--- config.mk ---
export PLATFORM = sky130hd
export DESIGN_NAME = integer_to_grouped_decimal_text
export DESIGN_NICKNAME = d
export VERILOG_FILES = /design/src/rtl/core/igdt_pkg.sv /design/src/rtl/core/igdt_bcd_conv.sv /design/src/rtl/core/integer_to_grouped_decimal_text.sv
export SDC_FILE = /design/constraint.sdc
export NUM_CORES = 1
export LEC_CHECK = 0
export BUFFER_PORTS_ARGS = -buffer_cell sky130_fd_sc_hd__buf_2
export CAP_MARGIN = 25
export CORE_MARGIN = 5
export CORE_UTILIZATION = 64
export DETAILED_ROUTE_END_ITERATION = 8
export GPL_ROUTABILITY_DRIVEN = 0
export GPL_TIMING_DRIVEN = 0
export PLACE_DENSITY = 0.87
export SYNTH_ARGS = -nofsm -noshare
export SYNTH_HDL_FRONTEND = slang
export SYNTH_SLANG_ARGS = --single-unit
export TNS_END_PERCENT = 5
--- constraint.sdc ---
create_clock -name clk -period 8.8 [get_ports clk]
set_input_delay 1.32 -clock clk [delete_from_list [all_inputs] [get_ports clk]]
set_output_delay 1.32 -clock clk [all_outputs]
set_load 0.005 [all_outputs]
--- src/rtl/core/igdt_pkg.sv ---
// Shared constants, types and helpers for the grouped decimal text formatter.
package igdt_pkg;

  localparam int VALUE_W    = 64;
  localparam int MAX_DIGITS = 20;
  localparam int DIGIT_W    = 4;
  localparam int BCD_W      = MAX_DIGITS * DIGIT_W;
  localparam int STEP_W     = $clog2(VALUE_W);
  localparam int CNT_W      = $clog2(MAX_DIGITS + 1);
  localparam int IDX_W      = (MAX_DIGITS > 1) ? $clog2(MAX_DIGITS) : 1;
  localparam int CHAR_W     = 8;
  localparam int DATA_W     = 32;
  localparam int ADDR_W     = 3;

  localparam logic [CHAR_W-1:0] SEPARATOR_RESET = 8'd46;
  localparam logic [CHAR_W-1:0] MINUS_CODE      = 8'd45;
  localparam logic [CHAR_W-1:0] ZERO_CODE       = 8'd48;

  // register index (word address)
  localparam logic [ADDR_W-3:0] REG_GROUP_SEPARATOR = '0;

  typedef enum logic [1:0] {
    ST_IDLE,
    ST_CONV,
    ST_SIZE,
    ST_EMIT
  } state_t;

  typedef struct packed {
    logic done;
    logic negative;
  } conv_status_t;

  // remainder by three of a digit count, by restoring subtraction
  function automatic logic [1:0] mod3(input logic [CNT_W-1:0] v);
    logic [CNT_W+1:0] r;
    logic [CNT_W+1:0] m;
    r = {2'b00, v};
    for (int s = CNT_W - 1; s >= 0; s--) begin
      m = (CNT_W + 2)'(3) << s;
      if (r >= m) begin
        r = r - m;
      end
    end
    return r[1:0];
  endfunction

endpackage

--- src/rtl/core/igdt_bcd_conv.sv ---
// Bit-serial binary to BCD converter (shift and add-3), one bit per cycle.
module igdt_bcd_conv (
  input  logic                         clk,
  input  logic                         rst,
  input  logic                         start,
  input  logic [igdt_pkg::VALUE_W-1:0] value,
  output igdt_pkg::conv_status_t       status,
  output logic [igdt_pkg::BCD_W-1:0]   bcd
);
  import igdt_pkg::*;

  logic               busy;
  logic [STEP_W-1:0]  step;
  logic [VALUE_W-1:0] mag;
  logic               negative;
  logic [BCD_W-1:0]   bcd_adj;
  logic               last_step;

  assign last_step = busy && (step == STEP_W'(VALUE_W - 1));

  // add 3 to every digit of 5 or more before the shift
  always_comb begin
    for (int i = 0; i < MAX_DIGITS; i++) begin
      if (bcd[i*DIGIT_W +: DIGIT_W] >= DIGIT_W'(5)) begin
        bcd_adj[i*DIGIT_W +: DIGIT_W] = bcd[i*DIGIT_W +: DIGIT_W] + DIGIT_W'(3);
      end else begin
        bcd_adj[i*DIGIT_W +: DIGIT_W] = bcd[i*DIGIT_W +: DIGIT_W];
      end
    end
  end

  always_ff @(posedge clk) begin
    if (rst) begin
      busy <= 1'b0;
      step <= '0;
    end else if (start) begin
      busy <= 1'b1;
      step <= '0;
    end else if (busy) begin
      step <= step + STEP_W'(1);
      if (last_step) begin
        busy <= 1'b0;
      end
    end
  end

  always_ff @(posedge clk) begin
    if (start) begin
      negative <= value[VALUE_W-1];
      mag      <= value[VALUE_W-1] ? (VALUE_W'(0) - value) : value;
      bcd      <= '0;
    end else if (busy) begin
      mag <= {mag[VALUE_W-2:0], 1'b0};
      bcd <= {bcd_adj[BCD_W-2:0], mag[VALUE_W-1]};
    end
  end

  assign status.done     = last_step;
  assign status.negative = negative;

endmodule

--- src/rtl/core/integer_to_grouped_decimal_text.sv ---
// Top level: signed 64-bit integer to grouped decimal ASCII text stream.
//
//  channel | direction | beat contents
//  --------+-----------+-----------------------------------------------
//  s_*     | in        | tdata[63:0] value (signed)
//  m_*     | out       | tdata[7:0] text_char, tlast = last_char
//  apb     | in/out    | reg 0 @0x0: group_separator[7:0], reset 0x2E
//
// Steps: a load, 64 conversion steps (the bit-serial shift/add-3 loop in
// igdt_bcd_conv sets this), a sizing step, then one character per cycle
// while the output is not stalled.
// s_tready is high only while idle; a last beat may still wait in the output
// register while the next value is taken.
// Output stalls hold the emission sequencer; reset is synchronous, active high.
module integer_to_grouped_decimal_text (
  input  logic                         clk,
  input  logic                         rst,
  // input stream
  input  logic                         s_tvalid,
  output logic                         s_tready,
  input  logic [igdt_pkg::VALUE_W-1:0] s_tdata,  // [63:0] value
  // output stream
  output logic                         m_tvalid,
  input  logic                         m_tready,
  output logic [igdt_pkg::CHAR_W-1:0]  m_tdata,  // [7:0] text_char
  output logic                         m_tlast,  // last_char
  // configuration
  input  logic                         psel,
  input  logic                         penable,
  input  logic                         pwrite,
  input  logic [igdt_pkg::ADDR_W-1:0]  paddr,
  input  logic [igdt_pkg::DATA_W-1:0]  pwdata,
  output logic [igdt_pkg::DATA_W-1:0]  prdata,
  output logic                         pready
);
  import igdt_pkg::*;

  state_t             state, state_next;
  conv_status_t       conv;
  logic [BCD_W-1:0]   bcd;
  logic [CHAR_W-1:0]  group_separator;

  // emission sequencer
  logic [CNT_W-1:0]   remaining, remaining_next;  // digits still to emit
  logic [1:0]         grp, grp_next;              // remaining mod 3
  logic               sign_pend, sign_pend_next;
  logic               sep_done, sep_done_next;    // separator already sent
  logic               first, first_next;          // no digit sent yet

  logic               out_free;
  logic               emit;
  logic [CHAR_W-1:0]  emit_char;
  logic               emit_last;
  logic [CNT_W-1:0]   digit_count;
  logic [IDX_W-1:0]   digit_idx;
  logic [DIGIT_W-1:0] cur_digit;
  logic               in_beat;
  logic               cfg_wr;

  assign in_beat  = s_tvalid && s_tready;
  assign s_tready = (state == ST_IDLE);
  assign out_free = !m_tvalid || m_tready;

  igdt_bcd_conv u_conv (
    .clk    (clk),
    .rst    (rst),
    .start  (in_beat),
    .value  (s_tdata),
    .status (conv),
    .bcd    (bcd)
  );

  // ---- configuration port ----
  assign pready = 1'b1;
  assign cfg_wr = psel && penable && pwrite;

  always_ff @(posedge clk) begin
    if (rst) begin
      group_separator <= SEPARATOR_RESET;
    end else if (cfg_wr && (paddr[ADDR_W-1:2] == REG_GROUP_SEPARATOR)) begin
      group_separator <= pwdata[CHAR_W-1:0];
    end
  end

  assign prdata = (paddr[ADDR_W-1:2] == REG_GROUP_SEPARATOR) ?
                  {{(DATA_W-CHAR_W){1'b0}}, group_separator} : '0;

  // ---- digit count: highest nonzero digit, at least one digit ----
  always_comb begin
    digit_count = CNT_W'(1);
    for (int i = 0; i < MAX_DIGITS; i++) begin
      if (bcd[i*DIGIT_W +: DIGIT_W] != '0) begin
        digit_count = CNT_W'(i + 1);
      end
    end
  end

  // most significant remaining digit
  assign digit_idx = IDX_W'(remaining - CNT_W'(1));
  assign cur_digit = bcd[digit_idx*DIGIT_W +: DIGIT_W];

  // ---- next state and emission ----
  always_comb begin
    state_next     = state;
    remaining_next = remaining;
    grp_next       = grp;
    sign_pend_next = sign_pend;
    sep_done_next  = sep_done;
    first_next     = first;
    emit           = 1'b0;
    emit_char      = ZERO_CODE + CHAR_W'(cur_digit);
    emit_last      = 1'b0;

    unique case (state)
      ST_IDLE: begin
        if (in_beat) begin
          state_next = ST_CONV;
        end
      end
      ST_CONV: begin
        if (conv.done) begin
          state_next = ST_SIZE;
        end
      end
      ST_SIZE: begin
        remaining_next = digit_count;
        grp_next       = mod3(digit_count);
        sign_pend_next = conv.negative;
        sep_done_next  = 1'b0;
        first_next     = 1'b1;
        state_next     = ST_EMIT;
      end
      ST_EMIT: begin
        if (out_free) begin
          emit = 1'b1;
          priority if (sign_pend) begin
            emit_char      = MINUS_CODE;
            sign_pend_next = 1'b0;
          end else if (!first && (grp == 2'd0) && !sep_done) begin
            // group boundary counted over digits only
            emit_char     = group_separator;
            sep_done_next = 1'b1;
          end else begin
            emit_last      = (remaining == CNT_W'(1));
            remaining_next = remaining - CNT_W'(1);
            grp_next       = (grp == 2'd0) ? 2'd2 : grp - 2'd1;
            first_next     = 1'b0;
            sep_done_next  = 1'b0;
            if (remaining == CNT_W'(1)) begin
              state_next = ST_IDLE;
            end
          end
        end
      end
      default: state_next = ST_IDLE;
    endcase
  end

  always_ff @(posedge clk) begin
    if (rst) begin
      state     <= ST_IDLE;
      remaining <= '0;
      grp       <= '0;
      sign_pend <= 1'b0;
      sep_done  <= 1'b0;
      first     <= 1'b0;
    end else begin
      state     <= state_next;
      remaining <= remaining_next;
      grp       <= grp_next;
      sign_pend <= sign_pend_next;
      sep_done  <= sep_done_next;
      first     <= first_next;
    end
  end

  // output register
  always_ff @(posedge clk) begin
    if (rst) begin
      m_tvalid <= 1'b0;
    end else if (emit) begin
      m_tvalid <= 1'b1;
    end else if (m_tready) begin
      m_tvalid <= 1'b0;
    end
  end

  always_ff @(posedge clk) begin
    if (emit) begin
      m_tdata <= emit_char;
      m_tlast <= emit_last;
    end
  end

`ifndef SYNTHESIS
  a_accept_starts_conv: assert property (@(posedge clk) disable iff (rst)
    in_beat |=> (state == ST_CONV))
    else $error("accepted value did not start conversion");

  a_done_in_conv: assert property (@(posedge clk) disable iff (rst)
    conv.done |-> (state == ST_CONV))
    else $error("conversion finished outside conversion state");

  a_emit_has_digits: assert property (@(posedge clk) disable iff (rst)
    (state == ST_EMIT) |-> (remaining != '0))
    else $error("emitting with no digits left");

  a_sign_first: assert property (@(posedge clk) disable iff (rst)
    sign_pend |-> first)
    else $error("sign pending after a digit was sent");

  // a held last beat belongs to the previous value: no digit of this one yet
  a_last_before_digits: assert property (@(posedge clk) disable iff (rst)
    (m_tvalid && m_tlast && (state == ST_EMIT)) |-> first)
    else $error("last character held after digits of the next value");
`endif

endmodule
Word level (Yosys, flattened, before mapping)
Index checks and enable logic that the tools add are counted.

operators by class
  add/subtract/negate cells = 29
  reduce and logical (&&, ||, !) cells = 41
  bitwise logic cells = 3
  eq/ne operators = 11
  shifts and indexed selects = 1
  magnitude comparators = 24
  muxes and demuxes = 87

operators by type and width
  kind                                                                                 number
  64-bit two-way mux                                                                   3
  5-bit two-way mux                                                                    21
  4-bit by 3-bit greater-or-equal comparator with 1-bit output, second input constant  20
  80-bit by 8-bit indexed part select with 4-bit output                                1
  4-bit by 2-bit adder with 4-bit output, second input constant                        19
  4-bit two-way mux                                                                    19
  4-bit nonzero test                                                                   19
  1-bit by 64-bit subtractor with 64-bit output, first input constant                  1
  7-bit two-way mux                                                                    6
  8-bit two-way mux                                                                    5
  2-bit two-way mux                                                                    12
  1-bit two-way mux                                                                    14
  5-bit one-hot mux with 2 select lines                                                1
  2-bit != test, second input constant                                                 4
  2-bit one-hot mux with 4 select lines                                                1
  6-bit by 4-bit adder with 7-bit output, first input constant                         1
  7-bit by 2-bit greater-or-equal comparator with 1-bit output, second input constant  1
  7-bit by 3-bit greater-or-equal comparator with 1-bit output, second input constant  1
  7-bit by 4-bit greater-or-equal comparator with 1-bit output, second input constant  1
  1-bit logical AND                                                                    7
  7-bit by 3-bit subtractor with 7-bit output, second input constant                   1
  7-bit by 4-bit subtractor with 7-bit output, second input constant                   1
  6-bit by 1-bit adder with 6-bit output, second input constant                        1
  6-bit equality test, second input constant                                           1
  other kinds (24)                                                                     35

word-level totals
  input port bits = 106
  output and inout bits = 44
  flip-flop bits (word level) = 182

Logic depth before layout (Yosys ltp)
  depth after elaboration = 32
  mapped depth = 18
  gate-level depth less buffers = 18

Cells and area by module
Synthesis repeated with hierarchy kept, for this count alone.

second synthesis, totals
  cell total of the unflattened synthesis = 1426
  area, all modules = 12608.3 µm²

by module, submodules not included
  module                           area an instance (µm²)  cells an instance  sequential area each (µm²)  times used
  igdt_bcd_conv                    9445.3                  1079               3693.5                      1
  integer_to_grouped_decimal_text  3163.0                  347                690.7                       1

Worst setup path after synthesis
No wires, ideal clock.

  kind = register to register
  start point = register u_conv.bcd[36] (netlist bit)
  end point = register grp[1]
  cell stages (with the launch flop) = 19
  library setup time = 95 ps
  data required time = 8705 ps
  buffers on the path = 0
  clock period less this slack = 4168 ps
  data arrival time = 4073 ps
  setup slack = 4632 ps
  path through = dfxtp_1 -> inv_1 -> ha_1 -> or3b_2 -> nand4bb_1 -> a31oi_1 -> nor2_1 -> o21ai_0 -> ha_1 -> o22a_1 -> a311o_1 -> or2_2 -> o21ai_0 -> ha_1 -> nor4_1 -> nor2_1 -> nand2_1 -> mux2_2 -> a221oi_1

on the way
  longest elaborated chain between the ends = 24
  elaborated cells between the ends (all ways) = 28
  those cells by class = 4 x add/sub; 4 x order compare; 19 x mux; 1 x reduce/logical

ends and longest elaborated chain
  element                                                                                                                      line                                    text
  from (decl)                                                                                                                  igdt_bcd_conv.sv:8                      output logic [igdt_pkg::BCD_W-1:0] bcd
  from (signal assigned)                                                                                                       igdt_bcd_conv.sv:54                     bcd <= {bcd_adj[BCD_W-2:0], mag[VALUE_W-1]};
  4-bit nonzero test *                                                                                                         integer_to_grouped_decimal_text.sv:92   if (bcd[i*DIGIT_W +: DIGIT_W] != '0) begin
  5-bit two-way mux * (11 in series)                                                                                           integer_to_grouped_decimal_text.sv:92
  5-bit by 5-bit subtractor with 6-bit output or 5-bit greater-or-equal comparator (tied branches)                             igdt_pkg.sv:42, igdt_pkg.sv:41
  7-bit two-way mux *                                                                                                          igdt_pkg.sv:41                          if (r >= m) begin
  7-bit two-way mux *                                                                                                          integer_to_grouped_decimal_text.sv:114  unique case (state)
  7-bit by 4-bit subtractor with 7-bit output or 7-bit by 4-bit greater-or-equal comparator with 1-bit output (tied branches)  igdt_pkg.sv:42, igdt_pkg.sv:41
  7-bit two-way mux *                                                                                                          igdt_pkg.sv:41
  7-bit two-way mux *                                                                                                          integer_to_grouped_decimal_text.sv:114
  7-bit by 3-bit subtractor with 7-bit output or 7-bit by 3-bit greater-or-equal comparator with 1-bit output (tied branches)  igdt_pkg.sv:42, igdt_pkg.sv:41
  7-bit two-way mux *                                                                                                          igdt_pkg.sv:41
  7-bit two-way mux *                                                                                                          integer_to_grouped_decimal_text.sv:114
  7-bit by 2-bit greater-or-equal comparator with 1-bit output or 2-bit subtractor (tied branches)                             igdt_pkg.sv:41, igdt_pkg.sv:42
  2-bit two-way mux *                                                                                                          igdt_pkg.sv:41
  2-bit one-hot mux with 2 select lines *                                                                                      integer_to_grouped_decimal_text.sv:114
  to (signal assigned)                                                                                                         integer_to_grouped_decimal_text.sv:170  grp <= grp_next;
  to (decl)                                                                                                                    integer_to_grouped_decimal_text.sv:45   logic [1:0] grp, grp_next;

Mark *: on every way between the ends. The rest lies on a longest branch, timed or not. The select of a mux whose other input is x is not followed.
A chain may end at the register's enable or synchronous reset.

Final worst setup path
Same ends and word-level chain as after synthesis.

==> results by group <==
Route
  • First-pass DRT Iterations: 8
  • Routed WL: 29,000 microns
  • DRC: 0
  • Antenna violation net count after detailed routing: 0
  • Avg WL per Cell: 16.9 microns
  • Vias: 10,300
  • DR vias/cell: 6.03
  • 1st-iter DRT viols: 914

Setup path
  • Crit Path Class: reg2reg
  • Crit-path max cell delay: 0.51 ns
  • CP cell instances: inv_1, ha_1, or3b_2, nand4bb_1, a31oi_1, nor2_1, o21ai_0, ha_1, o22a_1, a311o_1, or2_2, o21ai_0, ha_1, nor4_1, nor2_1, nand2_1, mux2_2, a221oi_1
  • Arr. time, crit path: 5.47 ns
  • Crit-path slowest cell: or3b_2
  • Setup crit start kind: register
  • Worst Path Required: 9.15 ns
  • CP Max Fanout: 5
  • Crit. End Element: register
  • Worst path most repeated cell: ha_1

Placement
  • HPWL after DPL: 21,000 microns
  • IO Port Bufs: 98
  • Placement-stage worst setup slack: 3.89 ns
  • Placed cell area: 0.0124 sq mm

Timing
  • Hold_ws: 0.471 ns
  • Clock Skews: 0.0100 ns
  • Fin. Hold Viols: 0
  • Post-layout min period: 5.12 ns
  • Worst setup margin: 3.68 ns
  • Finish-stage setup viols: 0
  • Fin. max-slew vios: 0
  • Worst-Margin Slew: 0.949 ns
  • Worst rel slew slack: 36.7%
  • RSZ-0062 raised after global routing: no
  • Setup Total Neg Slack: 0 ns
  • Final worst-path cycle share: 58.1%
  • Max Fclk: 195 MHz

Synthesis
  • Commonest register cell after synthesis: dfxtp_1
  • Avg Inst Size Synth: 8.68 sq um
  • Number of synthesized flops with an enable pin: 74
  • Cell count after synthesis: 1,330
  • Async S/R FF share, synth: 0%
  • Mapped cell area: 0.0115 sq mm
  • Flops & latches, synth: 182
  • Post-synth cell types: 67
  • Share of the synthesized area in the top cell type: 19.2%
  • Yosys warning total: 0
  • Post-synth top area cell: edfxtp_1
  • Register area share after synthesis: 38.0%
  • Synth top area cells: edfxtp_1 19%, dfxtp_1 19%, o21ai_0 6.8%

Global routing
  • Largest net degree at the start of global routing: 34
  • M3 GR Usage: 5.95%
  • Routing usage on met2: 47.3%
  • First-pass GRT wire length: 47,600 microns
  • Grt peak-use layer: met2
  • GR Util All Layers: 28.4%
  • Vias in the first global route: 10,000
  • Initial antenna violation count: 0
  • Grt ovf: 0
  • GRT met1 Usage: 35.5%

Job
  • Max-cap check violation count: 0

Floorplan
  • Core area: 0.0178 sq mm
  • I/O Pins: 150
  • Initial Util: 64.7%
  • Die X: 144 microns
  • Die Area: 0.0208 sq mm
  • Die height: 144 microns
  • FP Rows: 49

Layout
  • Final #Nets: 1,635
  • Antenna Cells: 0
  • Area grow syn2layout: 13.0%
  • Fin area: 0.0131 sq mm
  • Layout cells sized above 1: 14.1%
  • # fillers: 1,256

Outcome
  • Status: finished, final reports clean

Hold path
  • HP Class: reg2reg

Pwr
  • Power Dens Cells: 214 mW/mm^2
  • Power, Total: 2.79 mW
  • Leak Pwr: 5.15 nW
  • Worst vdd ir: 0.170 mV

Clock network
  • CTS Sinks: 182
  • Clock-pin slew on the worst setup and hold paths: 0.07 ns
  • Cts repair resizes: 0
  • Postcts setup bufs: 0
  • Bufs on Longest Clock Path: 2
  • Clock root buffer: clkbuf_16
  • H-tree depth: 4
  • CTS tree: done
  • Hold buffers post-CTS: 0
  • Clk_lat worst skew: 0.44 ns
  • Total clock buffers created by CTS: 17
## routing by layer
| layer | part of all wire (%) | vias up |
|---|---|---|
| li1 | - | 4923 |
| met3 | 8.4 | 96 |
| met5 | 0 | - |
| met2 | 48 | 521 |
| met1 | 40 | 4794 |
| met4 | 3.5 | 0 |
## placed cells by master (no fill, tap or decap), drive strengths merged, types with 25 or more instances in the layout
master,count
nand2,166
o21ai,157
buf,136
nor2,125
dfxtp,108
a21oi,96
xor2,83
edfxtp,74
clkbuf,62
inv,61
ha,57
mux2i,31
nor3,30
nand3,27
nand2b,25
conb,25
## worst paths after layout
check                startpoint                  to  slack, ns  cells past startpoint
min reg2reg  group_separator[4]  group_separator[4]       0.47                      2
min          group_separator[4]  group_separator[4]       0.47                      2
max              u_conv.bcd[36]              grp[1]       3.68                     18
max reg2reg      u_conv.bcd[36]              grp[1]       3.68                     18
## registers in the layout, summed over array words and instances, names as in the netlist
| register | count |
|---|---|
| first | 1 |
| m_tlast | 1 |
| u_conv.busy | 1 |
| state | 2 |
| u_conv.bcd | 80 |
| grp | 2 |
| sign_pend | 1 |
| sep_done | 1 |
| u_conv.negative | 1 |
| u_conv.mag | 64 |
| group_separator | 8 |
| m_tdata | 8 |
| remaining | 5 |
| m_tvalid | 1 |
| u_conv.step | 6 |
## where the power goes
| part | internal, mW | switching [mW] | leakage (nW) |
|---|---|---|---|
| logic | 0.244 | 0.531 | 3.25 |
| clock network | 0.457 | 0.347 | 0.295 |
| registers | 1.14 | 0.0668 | 1.60 |
## cells in the mapped netlist, drive strengths merged, types with 4 or more instances
cell type,count
nor3b,18
a211oi,4
or4,10
xnor2,24
nand2,166
nor3,30
dfxtp,108
or3,11
a21oi,96
o21ai,157
ha,57
nor4,7
o41ai,8
inv,57
mux2i,31
or3b,10
nand3b,7
nand3,27
o31ai,19
mux4,20
xor2,83
edfxtp,74
buf,36
nand4,9
mux2,4
nor2,125
a221oi,7
clkbuf,44
or2,4
nor2b,13
nand2b,25
## through the flow
step / utilization, % / cells
global route: 73.1 / 1714
CTS: 73.1 / 1713
detailed placement: 69.7 / 1681
finish: 73.1 / 1714
global placement: 69.6 / 1680
floorplan: - / 1353
## final cells by class
type / instances / area, sq um / share of cell area [%]
clock buffers: 18 / 439 / 3.37
well taps: 229 / 287 / 2.20
multi-input cells: 1034 / 6640 / 50.9
repair buffers: 100 / 518 / 3.97
clock inverters: 14 / 171 / 1.31
flip-flops and latches: 182 / 4380 / 33.6
inverters: 57 / 214 / 1.64
plain buffers: 80 / 394 / 3.02
## cell families (layout without fill, tap and decap cells)
kind of cell / count (synthesis) / in the layout / share of synthesized area [%]
fa+ha+maj: 57 / 57 / 6.18
mux: 55 / 55 / 6.98
flops: 182 / 182 / 38.0
xor+xnor: 107 / 107 / 8.12
compound gates: 314 / 314 / 15.3
other cells: 2 / 25 / 0.0650
buf+inv: 137 / 269 / 5.27
simple gates: 476 / 476 / 20.1
## worst max-delay path, delay by kind of cell (launching register included)
family	cells	cell delay [ns]
compound gates	6	1.93
fa+ha+maj	3	0.81
buf+inv	1	0.10
flops	1	0.35
mux	1	0.28
simple gates	7	1.53
Note: power is estimated with default switching activity, not from simulation.
